--- src/rtl/rt40_pkg.sv ---
// ----------------------------------------------------------------------------
// rt40_pkg
// Types, constants and small helper functions shared by the radix-40 word
// tokeniser modules.
// ----------------------------------------------------------------------------
package rt40_pkg;

  // Command limits.
  localparam int unsigned MAX_WORDS      = 20;
  localparam int unsigned CHARS_PER_WORD = 6;

  // Result queue geometry; the depth must be a power of two of at least four.
  localparam int unsigned RQ_DEPTH = 8;
  localparam int unsigned RQ_AW    = $clog2(RQ_DEPTH);
  localparam int unsigned RQ_CW    = $clog2(RQ_DEPTH + 1);

  // Character codes.
  localparam logic [7:0] CH_NUL    = 8'h00;
  localparam logic [7:0] CH_SPACE  = 8'h20;
  localparam logic [7:0] CH_COMMA  = 8'h2C;
  localparam logic [7:0] CH_HYPHEN = 8'h2D;
  localparam logic [7:0] CH_PERIOD = 8'h2E;
  localparam logic [7:0] CH_ONE    = 8'h31;
  localparam logic [7:0] CH_NINE   = 8'h39;
  localparam logic [7:0] CH_A      = 8'h41;
  localparam logic [7:0] CH_Z      = 8'h5A;

  // Offsets from a character code to its radix-40 digit.
  localparam logic [7:0] LETTER_BIAS = 8'h40;
  localparam logic [7:0] DIGIT_BIAS  = 8'h12;

  // Place weights within one half word.
  localparam logic [10:0] W_FIRST  = 11'd1600;
  localparam logic [10:0] W_SECOND = 11'd40;
  localparam logic [10:0] W_THIRD  = 11'd1;

  typedef enum logic {
    KIND_WORD   = 1'b0,
    KIND_STATUS = 1'b1
  } kind_e;

  typedef enum logic [1:0] {
    ST_OK      = 2'd0,
    ST_EMPTY   = 2'd1,
    ST_ILLEGAL = 2'd2,
    ST_TOOMANY = 2'd3
  } status_e;

  typedef struct packed {
    kind_e       kind;
    logic [15:0] code_high;
    logic [15:0] code_low;
    logic [4:0]  word_index;
    status_e     status;
    logic        last;
  } result_t;

  // Up to two results produced by one character, in delivery order.
  typedef struct packed {
    logic [1:0] count;
    result_t    res0;
    result_t    res1;
  } push_t;

  // Radix-40 digit of a word character, zero when the character is not one.
  function automatic logic [5:0] char_value(input logic [7:0] c);
    logic [7:0] t;
    t = 8'd0;
    if (c >= CH_A && c <= CH_Z) begin
      t = c - LETTER_BIAS;
    end else if ((c >= CH_ONE && c <= CH_NINE) || c == CH_HYPHEN) begin
      t = c - DIGIT_BIAS;
    end
    return t[5:0];
  endfunction

  // Weight of the next character, given how many the word already holds.
  function automatic logic [10:0] place_weight(input logic [2:0] n);
    logic [10:0] w;
    case (n)
      3'd0, 3'd3: w = W_FIRST;
      3'd1, 3'd4: w = W_SECOND;
      default:    w = W_THIRD;
    endcase
    return w;
  endfunction

  function automatic result_t status_result(input status_e st);
    result_t r;
    r.kind       = KIND_STATUS;
    r.code_high  = 16'd0;
    r.code_low   = 16'd0;
    r.word_index = 5'd0;
    r.status     = st;
    r.last       = 1'b1;
    return r;
  endfunction

endpackage

--- src/rtl/rt40_ifs.sv ---
// ----------------------------------------------------------------------------
// rt40 channel interfaces
// Valid/ready channels for incoming characters and outgoing results.
// ----------------------------------------------------------------------------
interface rt40_char_if;
  logic       valid;
  logic       ready;
  logic [7:0] char_code;

  modport source (output valid, output char_code, input ready);
  modport sink   (input valid, input char_code, output ready);
endinterface

interface rt40_result_if;
  logic        valid;
  logic        ready;
  logic        result_kind;
  logic [15:0] code_high;
  logic [15:0] code_low;
  logic [4:0]  word_index;
  logic [1:0]  status;
  logic        last_result;

  modport source (output valid, output result_kind, output code_high, output code_low,
                  output word_index, output status, output last_result, input ready);
  modport sink   (input valid, input result_kind, input code_high, input code_low,
                  input word_index, input status, input last_result, output ready);
endinterface

--- src/rtl/radix40_word_tokenizer_core.sv ---
// ----------------------------------------------------------------------------
// radix40_word_tokenizer_core
// Packs the words of a text command into radix-40 codes, one character per
// transaction, and reports a status at the end of each command.
// ----------------------------------------------------------------------------
// Usage.
// Characters arrive on char_i, one per transaction. Results leave on
// result_o: a word result carries the two packed halves and the word's
// position in its command; a status result closes the command or reports an
// error. last_result marks the final result caused by one character.
// An accepted character is held in the input register, evaluated against
// the word state in the next cycle and written into the result queue at
// the end of that cycle; its first result is then offered on result_o
// straight away. One character is taken every cycle while the receiver
// keeps pace; a terminator that closes a pending word yields two results
// and so takes two transfers on the output. The eight-entry result queue
// sets how far the sender may run ahead of a stalled receiver: char_i.ready
// falls once the queue, counting what the input register may still add,
// could not take two more results. Reset clears the word state, the error
// flag, the input register and the queue; no result is pending afterwards.
// ----------------------------------------------------------------------------
module radix40_word_tokenizer_core (
  input  logic         clk_i,
  input  logic         rst_ni,
  rt40_char_if.sink    char_i,
  rt40_result_if.source result_o
);
  import rt40_pkg::*;

  logic             take;
  logic             pop;
  logic             busy;
  push_t            push;
  result_t          head;
  logic [RQ_CW-1:0] count;
  logic [RQ_CW:0]   reserved;

  // Room is reserved for the worst case of two results from the character
  // in the input register plus two from the one being accepted.
  assign reserved     = (RQ_CW + 1)'(count) + (busy ? (RQ_CW + 1)'(2) : '0);
  assign char_i.ready = reserved <= (RQ_CW + 1)'(RQ_DEPTH - 2);
  assign take         = char_i.valid && char_i.ready;

  rt40_pack u_pack (
    .clk_i  (clk_i),
    .rst_ni (rst_ni),
    .take_i (take),
    .char_i (char_i.char_code),
    .busy_o (busy),
    .push_o (push)
  );

  rt40_resq u_resq (
    .clk_i   (clk_i),
    .rst_ni  (rst_ni),
    .push_i  (push),
    .pop_i   (pop),
    .head_o  (head),
    .count_o (count)
  );

  // The head of the queue drives the output channel directly.
  assign result_o.valid       = count != '0;
  assign pop                  = result_o.valid && result_o.ready;
  assign result_o.result_kind = head.kind;
  assign result_o.code_high   = head.code_high;
  assign result_o.code_low    = head.code_low;
  assign result_o.word_index  = head.word_index;
  assign result_o.status      = head.status;
  assign result_o.last_result = head.last;

  // The reservation rule must keep the queue from ever overfilling.
  assert property (@(posedge clk_i) disable iff (!rst_ni)
    count <= RQ_CW'(RQ_DEPTH))
    else $error("result queue overfilled");

  // A status result always closes the results of its character.
  assert property (@(posedge clk_i) disable iff (!rst_ni)
    (result_o.valid && result_o.result_kind == KIND_STATUS) |-> result_o.last_result)
    else $error("status result not marked last");

  // No word can be numbered beyond the command limit.
  assert property (@(posedge clk_i) disable iff (!rst_ni)
    (result_o.valid && result_o.result_kind == KIND_WORD) |->
      (result_o.word_index < 5'(MAX_WORDS) && result_o.status == ST_OK))
    else $error("word result out of range");

endmodule

--- src/rtl/rt40_pack.sv ---
// ----------------------------------------------------------------------------
// rt40_pack
// Input register and word state; classifies one character per cycle and
// produces the zero, one or two results that it causes.
// ----------------------------------------------------------------------------
module rt40_pack (
  input  logic            clk_i,
  input  logic            rst_ni,
  input  logic            take_i,
  input  logic [7:0]      char_i,
  output logic            busy_o,
  output rt40_pkg::push_t push_o
);
  import rt40_pkg::*;

  logic        stage_valid_q;
  logic [7:0]  stage_char_q;
  logic [2:0]  chars_q, chars_d;
  logic [15:0] high_q, high_d;
  logic [15:0] low_q, low_d;
  logic [4:0]  words_q, words_d;
  logic        skip_q, skip_d;

  logic        is_term;
  logic [5:0]  value;
  logic [15:0] product;
  logic [4:0]  words_inc;
  result_t     word_res;
  push_t       push;

  assign is_term   = stage_char_q == CH_NUL || stage_char_q == CH_PERIOD ||
                     stage_char_q == CH_COMMA;
  assign value     = char_value(stage_char_q);
  // The largest digit times the largest weight still fits in 16 bits.
  assign product   = 16'(value) * 16'(place_weight(chars_q));
  assign words_inc = words_q + 5'd1;

  always_comb begin
    word_res.kind       = KIND_WORD;
    word_res.code_high  = high_q;
    word_res.code_low   = low_q;
    word_res.word_index = words_q;
    word_res.status     = ST_OK;
    word_res.last       = 1'b1;
  end

  always_comb begin
    chars_d    = chars_q;
    high_d     = high_q;
    low_d      = low_q;
    words_d    = words_q;
    skip_d     = skip_q;
    push.count = 2'd0;
    push.res0  = word_res;
    push.res1  = status_result(ST_OK);

    if (stage_valid_q) begin
      if (skip_q) begin
        // Dropping input until the end of the line.
        if (stage_char_q == CH_NUL) begin
          skip_d  = 1'b0;
          chars_d = 3'd0;
          high_d  = 16'd0;
          low_d   = 16'd0;
          words_d = 5'd0;
        end
      end else if (is_term) begin
        if (chars_q != 3'd0) begin
          push.count    = 2'd2;
          push.res0     = word_res;
          push.res0.last = 1'b0;
          push.res1     = status_result((words_inc != 5'd0) ? ST_OK : ST_EMPTY);
        end else begin
          push.count = 2'd1;
          push.res0  = status_result((words_q != 5'd0) ? ST_OK : ST_EMPTY);
        end
        chars_d = 3'd0;
        high_d  = 16'd0;
        low_d   = 16'd0;
        words_d = 5'd0;
      end else if (stage_char_q == CH_SPACE) begin
        if (chars_q != 3'd0) begin
          push.count = 2'd1;
          push.res0  = word_res;
          words_d    = words_inc;
          chars_d    = 3'd0;
          high_d     = 16'd0;
          low_d      = 16'd0;
        end
      end else if (value == 6'd0 ||
                   (chars_q == 3'd0 && words_q >= 5'(MAX_WORDS))) begin
        push.count = 2'd1;
        push.res0  = status_result((value == 6'd0) ? ST_ILLEGAL : ST_TOOMANY);
        chars_d    = 3'd0;
        high_d     = 16'd0;
        low_d      = 16'd0;
        words_d    = 5'd0;
        skip_d     = 1'b1;
      end else if (chars_q < 3'(CHARS_PER_WORD)) begin
        if (chars_q < 3'd3) begin
          high_d = high_q + product;
        end else begin
          low_d = low_q + product;
        end
        chars_d = chars_q + 3'd1;
      end
    end
  end

  always_ff @(posedge clk_i or negedge rst_ni) begin
    if (!rst_ni) begin
      stage_valid_q <= 1'b0;
      chars_q       <= 3'd0;
      high_q        <= 16'd0;
      low_q         <= 16'd0;
      words_q       <= 5'd0;
      skip_q        <= 1'b0;
    end else begin
      stage_valid_q <= take_i;
      chars_q       <= chars_d;
      high_q        <= high_d;
      low_q         <= low_d;
      words_q       <= words_d;
      skip_q        <= skip_d;
    end
  end

  always_ff @(posedge clk_i) begin
    if (take_i) begin
      stage_char_q <= char_i;
    end
  end

  assign busy_o = stage_valid_q;
  assign push_o = push;

endmodule

--- src/rtl/rt40_resq.sv ---
// ----------------------------------------------------------------------------
// rt40_resq
// Result queue: takes up to two results a cycle, hands out one a cycle.
// ----------------------------------------------------------------------------
module rt40_resq (
  input  logic                         clk_i,
  input  logic                         rst_ni,
  input  rt40_pkg::push_t              push_i,
  input  logic                         pop_i,
  output rt40_pkg::result_t            head_o,
  output logic [rt40_pkg::RQ_CW-1:0]   count_o
);
  import rt40_pkg::*;

  result_t           mem [RQ_DEPTH];
  logic [RQ_AW-1:0]  wr_q, rd_q;
  logic [RQ_CW-1:0]  count_q;
  logic [RQ_AW-1:0]  wr_next;

  assign wr_next = wr_q + RQ_AW'(1);

  always_ff @(posedge clk_i) begin
    if (push_i.count != 2'd0) begin
      mem[wr_q] <= push_i.res0;
    end
    if (push_i.count == 2'd2) begin
      mem[wr_next] <= push_i.res1;
    end
  end

  always_ff @(posedge clk_i or negedge rst_ni) begin
    if (!rst_ni) begin
      wr_q    <= '0;
      rd_q    <= '0;
      count_q <= '0;
    end else begin
      wr_q    <= wr_q + RQ_AW'(push_i.count);
      rd_q    <= rd_q + RQ_AW'(pop_i);
      count_q <= count_q + RQ_CW'(push_i.count) - RQ_CW'(pop_i);
    end
  end

  assign head_o  = mem[rd_q];
  assign count_o = count_q;

endmodule

--- src/flat_wrapper.sv ---
// flat-port wrapper written by rule: the top's interface ports become plain ports
module radix40_word_tokenizer_core_flat import rt40_pkg::*;
  (clk_i, rst_ni, char_i_valid, char_i_char_code, char_i_ready, result_o_valid, result_o_result_kind, result_o_code_high, result_o_code_low, result_o_word_index, result_o_status, result_o_last_result, result_o_ready);
  rt40_char_if char_i_i ();
  rt40_result_if result_o_i ();
  input  logic clk_i;
  input  logic rst_ni;
  input wire logic [$bits(char_i_i.valid)-1:0] char_i_valid;
  input wire logic [$bits(char_i_i.char_code)-1:0] char_i_char_code;
  output wire logic [$bits(char_i_i.ready)-1:0] char_i_ready;
  output wire logic [$bits(result_o_i.valid)-1:0] result_o_valid;
  output wire logic [$bits(result_o_i.result_kind)-1:0] result_o_result_kind;
  output wire logic [$bits(result_o_i.code_high)-1:0] result_o_code_high;
  output wire logic [$bits(result_o_i.code_low)-1:0] result_o_code_low;
  output wire logic [$bits(result_o_i.word_index)-1:0] result_o_word_index;
  output wire logic [$bits(result_o_i.status)-1:0] result_o_status;
  output wire logic [$bits(result_o_i.last_result)-1:0] result_o_last_result;
  input wire logic [$bits(result_o_i.ready)-1:0] result_o_ready;
  assign char_i_i.valid = char_i_valid;
  assign char_i_i.char_code = char_i_char_code;
  assign char_i_ready = char_i_i.ready;
  assign result_o_valid = result_o_i.valid;
  assign result_o_result_kind = result_o_i.result_kind;
  assign result_o_code_high = result_o_i.code_high;
  assign result_o_code_low = result_o_i.code_low;
  assign result_o_word_index = result_o_i.word_index;
  assign result_o_status = result_o_i.status;
  assign result_o_last_result = result_o_i.last_result;
  assign result_o_i.ready = result_o_ready;
  radix40_word_tokenizer_core u_core (.clk_i(clk_i), .rst_ni(rst_ni), .char_i(char_i_i), .result_o(result_o_i));
endmodule
--- config.mk ---
export PLATFORM = sky130hd
export DESIGN_NAME = radix40_word_tokenizer_core_flat
export DESIGN_NICKNAME = d
export VERILOG_FILES = /design/src/rtl/rt40_pkg.sv /design/src/rtl/rt40_ifs.sv /design/src/rtl/radix40_word_tokenizer_core.sv /design/src/rtl/rt40_pack.sv /design/src/rtl/rt40_resq.sv /design/src/flat_wrapper.sv
export SDC_FILE = /design/constraint.sdc
export NUM_CORES = 1
export LEC_CHECK = 0
export BUFFER_PORTS_ARGS = -buffer_cell sky130_fd_sc_hd__buf_4
export CORE_MARGIN = 2
export CORE_UTILIZATION = 48
export DETAILED_ROUTE_END_ITERATION = 12
export GPL_TIMING_DRIVEN = 0
export PLACE_DENSITY = 0.71
export REMOVE_ABC_BUFFERS = 1
export SLEW_MARGIN = 5
export SYNTH_ARGS = -nofsm -noshare
export SYNTH_HDL_FRONTEND = slang
export SYNTH_SLANG_ARGS = --single-unit
--- constraint.sdc ---
create_clock -name clk_i -period 6.7 [get_ports clk_i]
set_input_delay 0.67 -clock clk_i [delete_from_list [all_inputs] [get_ports clk_i]]
set_output_delay 0.67 -clock clk_i [all_outputs]
set_load 0.01 [all_outputs]
# [Word-level counts from Yosys, hierarchy flattened]
# Memories as Yosys holds them, arrays and structs flattened.
# Index checks and enable logic that the tools add are counted.
[totals] mem_bits_rw=328 in_bits=12 n_memories=1 reg_bits=60
[mem_list] name="u_core.u_resq.mem" depth=8 word_bits=41 read_ports=1 rd_ports_with_merged_regs=0 write_ports=2 line="rt40_resq.sv:15" rtl="result_t mem [RQ_DEPTH];"
[op_classes] n_addsub=12 multipliers=1 n_reduce_logical=26 n_lt_le_gt_ge=8 eq_ne=11 n_mux=52
[ops] operator="2-to-1 mux 16 bit" count=14
[ops] operator="2-to-1 mux 84 bit" count=2
[ops] operator="2-to-1 mux 43 bit" count=3
[ops] operator="2-to-1 mux 42 bit" count=2
[ops] operator="2-to-1 mux 41 bit" count=1
[ops] operator="adder 16 bit" count=2
[ops] operator="== test 8 x 6 -> 1 bit (second input constant)" count=4
[ops] operator="2-to-1 mux 5 bit" count=6
[ops] operator="case mux 11 bit (2 select lines)" count=1
[ops] operator="2-to-1 mux 3 bit" count=7
[ops] operator="nonzero test 5 bit" count=4
[ops] operator="multiplier 6 x 11 -> 16 bit" count=1
[ops] operator="2-to-1 mux 1 bit" count=12
[ops] operator="2-to-1 mux 6 bit" count=2
[ops] operator="AND reduction 5 bit" count=2
[ops] operator="greater-or-equal comparator 8 x 6 -> 1 bit (second input constant)" count=1
[ops] operator="greater-or-equal comparator 8 x 7 -> 1 bit (second input constant)" count=1
[ops] operator="less-or-equal comparator 8 x 6 -> 1 bit (second input constant)" count=1
[ops] operator="less-or-equal comparator 8 x 7 -> 1 bit (second input constant)" count=1
[ops] operator="logical NOT 8 bit" count=1
[ops] operator="AND reduction 4 bit" count=2
[ops] operator="nonzero test 4 bit" count=2
[ops] operator="adder 3 x 1 -> 3 bit (second input constant)" count=2
[ops] operator="logical NOT 6 bit" count=1
[ops] operator="26 further kinds" count=35

# [Logic depth before layout (Yosys ltp)]
[depth] depth_word=15 ltp_mapped=29

# [Cells and area by module]
# A second synthesis with hierarchy kept.
[hier_totals] cells_unflattened=1524 area_unflattened_um2=22296.4
[by_module_without_submodules] module="rt40_resq" n_inst=1 cells_per_inst=903 area_per_inst_um2=16869.9 seq_area_each_um2=10099.7
[by_module_without_submodules] module="rt40_pack" n_inst=1 cells_per_inst=609 area_per_inst_um2=5343.9 seq_area_each_um2=1291.2
[by_module_without_submodules] module="radix40_word_tokenizer_core" n_inst=1 cells_per_inst=12 area_per_inst_um2=82.6 seq_area_each_um2=0.0

# [Worst setup path after synthesis]
# No wires, ideal clock.
[synth_timing] kind="register to register" startpoint="reg u_core.u_pack.stage_char_q[2]" endpoint="reg u_core.u_pack.low_q[15]" n_path_buf=1 stages_incl_launch_ff=26 t_arrival_ns=5.529 period_less_slack_ns=5.611 path_slack_ns=1.089 path_cell_list="edfxtp_1 > o21bai_1 > mux2_2 > o22a_1 > clkbuf_1 > nand2_1 > nand2_1 > nor2_1 > ha_1 > ha_1 > fa_1 > ha_1 > a21o_1 > a21oi_1 > o21bai_1 > a21oi_1 > o21ai_0 > a21oi_1 > nor3_1 > a211o_1 > ha_1 > and3_1 > a211oi_1 > xor2_1 > a21oi_1 > o22ai_1"
[synth_via] elab_chain_cells=13 word_cells_on_any_way=33 cone_classes="add/sub (3); mul (1); order compare (4); eq/ne (7); mux (8); reduce/logical (10)"
[synth_lines] element="from (decl)" line="rt40_pack.sv:17" rtl="logic [7:0] stage_char_q;"
[synth_lines] element="from (signal assigned)" line="rt40_pack.sv:130" rtl="stage_char_q <= char_i;"
[synth_lines] element="greater-or-equal comparator 8 x 6 -> 1 bit / less-or-equal comparator 8 x 6 -> 1 bit (equally long branches)" line="rt40_pkg.sv:71" rtl="end else if ((c >= CH_ONE && c <= CH_NINE) || c == CH_HYPHEN) begin"
[synth_lines] element="logical AND 1 bit" line="rt40_pkg.sv:71"
[synth_lines] element="logical OR 1 bit" line="rt40_pkg.sv:71"
[synth_lines] element="2-to-1 mux 6 bit" line="rt40_pkg.sv:71"
[synth_lines] element="2-to-1 mux 6 bit" line="rt40_pkg.sv:69" rtl="if (c >= CH_A && c <= CH_Z) begin"
[synth_lines] element="multiplier 6 x 11 -> 16 bit" line="rt40_pack.sv:35" rtl="assign product = 16'(value) * 16'(place_weight(chars_q));"
[synth_lines] element="adder 16 bit" line="rt40_pack.sv:103" rtl="low_d = low_q + product;"
[synth_lines] element="2-to-1 mux 16 bit" line="rt40_pack.sv:100" rtl="if (chars_q < 3'd3) begin"
[synth_lines] element="2-to-1 mux 16 bit" line="rt40_pack.sv:99" rtl="end else if (chars_q < 3'(CHARS_PER_WORD)) begin"
[synth_lines] element="2-to-1 mux 16 bit" line="rt40_pack.sv:90" rtl="end else if (value == 6'd0 ||"
[synth_lines] element="2-to-1 mux 16 bit" line="rt40_pack.sv:81" rtl="end else if (stage_char_q == CH_SPACE) begin"
[synth_lines] element="2-to-1 mux 16 bit" line="rt40_pack.sv:67" rtl="end else if (is_term) begin"
[synth_lines] element="2-to-1 mux 16 bit" line="rt40_pack.sv:58" rtl="if (skip_q) begin"
[synth_lines] element="to (signal assigned)" line="rt40_pack.sv:122" rtl="low_q <= low_d;"
[synth_lines] element="to (decl)" line="rt40_pack.sv:20" rtl="logic [15:0] low_q, low_d;"
# Several ways; a longest one is shown, not always the timed one. The select of a mux whose other input is x is not followed.
# A chain may end at the register's enable or synchronous reset.

# [Worst setup path in the final report]
# Ends and elaborated chain as after synthesis.

==> out/metrics.cfg <==
[yosys]
synth_compound_area_share_pct = 8.43
synthCells = 2002
synth_flop_cell = dfxtp_1
synth_top_family_by_area = multiplexers
synthArstFlopShare_pct = 13.4
syn_avg_cell_area_sq_um = 9.86
synth_edf_count = 16
synth-seq-cells = 388
synth.yosys.warnings = 0
synth-simple-area-share_pct = 14.9
synthMuxAreaShare_pct = 22.6
synth_xor_area_share_pct = 1.55
syn_area_sq_um = 19700
synth.distinct_cells = 72
ys_seq_area_share_pct = 41.5
synthAdderAreaFrac_pct = 6.54

[timing]
post-route-period-util_pct = 92.4
max_slew_margin_pct = 8.76
setup_violations = 0
max_freq_ghz = 0.161
setup_tns_ps = 0
slew_violations = 0
worstMarginPinSlew_ps = 1360
period_minus_slack_ps = 6190
rsz0062_at_grt = false
hold_viol = 0
setup_slack_ps = 508
skew_ps = 25.8

[place]
dp.cells = 2471
place_area_sq_um = 20800
place_hpwl_mm = 35.1
gp_congestion = 0.891
pre_cts_slack_ps = 371
portBuffers = 54

[critical_path]
cp_max_fo = 8
cp-start-kind = flop
cp-end-kind = flop
cp.arrival_ps = 6670
required_ps = 7180
worstSetupPathType = reg -> reg

[floorplan]
start_util_pct = 48.4
die_area_sq_um = 42800
num_rows = 74
core_area_sq_um = 40700
die_height_um = 207
die_w_um = 207
io_pins = 55

[final_layout]
utilization_pct = 54.6
design_area_sq_um = 22300
final_nets = 2093
final_cell_mix = dfxtp_1 (320), nor2_1 (267), mux2i_1 (214)
final_layout_size_suffix_gt1_share_pct = 16.2
area_delta_synth_final_pct = 12.8
final_cells = 2549
final_common_cell = dfxtp_1

[clocking]
clock_latency_ps = 570
tritoncts = built
cts-buffers-inserted = 42
cts.sinks = 388
cts.reportedPaths.clkPinSlew_ps = 60
cts-root-buf = clkbuf_16
clock_path_buffers = 3
cts_hold_buf = 0
cts_max_level = 2

[route]
drc = 0
drt_first_iter_violations = 1158
avgViaCountPerCell = 5.88
dr.pass1.iters = 5
finalWirelength_mm = 50.5
num_vias = 15000
wl_per_cell_um = 19.8
ant_nets = 0

[power_and_ir_drop]
power_density_nw_per_um2 = 294
vdd_ir_drop_max_uv = 228
leakagePower_nw = 9.81

[min_path]
holdCritPathClass = in -> async

[run_status]
status = finished, final reports clean

[job]
cap_violations = 0

[global_route]
grtUsageTotal_pct = 24.2
grt_pass1_vias = 15100
grt_max_degree = 65
antenna_found_initial = 0
gr-total-overflow = 0
grt_pass1_wl_mm = 81.2

-- cell type report --
| cell class | count | area [sq um] |
|---|---|---|
| Clock buffer | 60 | 1250 |
| Sequential cell | 388 | 8200 |
| Fill cell | 3490 | 18500 |
| Antenna cell | 1 | 2.50 |
| Inverter | 54 | 203 |
| Tap cell | 532 | 666 |
| Clock inverter | 15 | 135 |
| Multi-Input combinational cell | 1406 | 10800 |
| Timing Repair Buffer | 93 | 1020 |
-- power by group --
group          internal (W)  switching (W)
clock               0.00138       0.000941
sequential          0.00245       0.000241
combinational      0.000679       0.000850
-- critical path, stage by stage (launching register included) --
cell,delay [ps]
edfxtp_1,500
or3_1,510
nor3_2,160
or3_1,230
nand2_1,120
nand2_2,170
nor2_2,80
ha_1,320
ha_1,320
fa_1,540
ha_1,310
a21o_1,170
a21oi_1,210
o21bai_1,100
a21oi_1,220
o21ai_0,140
a21oi_2,230
nor3_1,80
a211o_1,290
ha_1,360
and3_1,190
a211oi_1,270
xor2_1,270
a21oi_1,110
o22ai_1,180
-- cell usage after synthesis (16+ instances only) --
| master | n | share of area, % |
|---|---|---|
| mux2_2 | 42 | 2.4 |
| nand3_1 | 72 | 1.8 |
| nor2_1 | 271 | 5.2 |
| nor3_1 | 28 | 0.71 |
| and2_0 | 21 | 0.67 |
| inv_1 | 54 | 1.0 |
| a21oi_1 | 41 | 1.0 |
| buf_2 | 25 | 0.63 |
| dfrtp_1 | 52 | 6.6 |
| mux2i_1 | 214 | 11 |
| o21ai_0 | 109 | 2.8 |
| mux4_2 | 82 | 9.4 |
| and2_1 | 17 | 0.54 |
| xor2_1 | 21 | 0.93 |
| clkbuf_1 | 102 | 1.9 |
| dfxtp_1 | 320 | 32 |
| ha_1 | 84 | 5.3 |
| edfxtp_1 | 16 | 2.4 |
| nand2_1 | 204 | 3.9 |
-- sequential cells by signal, summed over array words and instances, names as in the netlist, 3 cells and up --
| register | count |
|---|---|
| u_core.u_resq.wr_q | 3 |
| u_core.u_pack.high_q | 16 |
| u_core.u_resq.rd_q | 3 |
| u_core.u_pack.stage_char_q | 8 |
| u_core.u_resq.mem | 328 |
| u_core.u_pack.words_q | 5 |
| u_core.u_pack.low_q | 16 |
| u_core.u_pack.chars_q | 3 |
| u_core.u_resq.count_o | 4 |
-- metal layers --
| layer | share of wire [%] | routed length, um | track usage (%) | vias up |
|---|---|---|---|---|
| li1 | - | - | - | 6993 |
| met1 | 42 | 21000 | 30.5 | 7354 |
| met3 | 6.1 | 3100 | 3.66 | 111 |
| met5 | 0 | 0 | 0 | - |
| met2 | 49 | 24900 | 41.9 | 522 |
| met4 | 3.0 | 1530 | 9.57 | 0 |
-- path summary, 6_finish.rpt --
path / endpoint / slack, ps / start / depth (start not counted)
worst max-delay path: u_core.u_pack.low_q[15] / 510 / u_core.u_pack.stage_char_q[2] / 24
worst min-delay path: u_core.u_resq.count_o[0] / 130 / rst_ni / 1
worst max register to register: u_core.u_pack.low_q[15] / 510 / u_core.u_pack.stage_char_q[2] / 24
worst min register to register: u_core.u_resq.mem[1][34] / 450 / u_core.u_resq.mem[1][34] / 2
max in group asynchronous: u_core.u_resq.rd_q[1] / 6050 / rst_ni / 1
min in group clk_i: u_core.u_pack.stage_char_q[5] / 280 / char_i_char_code[5] / 1
-- stage by stage --
| step | power [W] | hold WS [ps] |
|---|---|---|
| floorplan | 0.00376 | 374 |
| global placement | 0.00416 | 434 |
| detailed placement | 0.00427 | 445 |
| CTS | 0.00658 | 152 |
| global route | 0.00684 | 193 |
| finish | 0.00654 | 132 |
-- logic make-up after synthesis --
logic type / Yosys count
simple gates: 672
flops: 388
buf+inv: 208
compound gates: 265
fa+ha+maj: 96
mux: 338
xor+xnor: 35
-- timing repair --
| action | in CTS | in global routing |
|---|---|---|
| buffers inserted | 0 | 2 |
| resized for setup | 0 | 4 |
| setup endpoints to repair | 0 | 2 |
(Power assumes the default switching activity.)
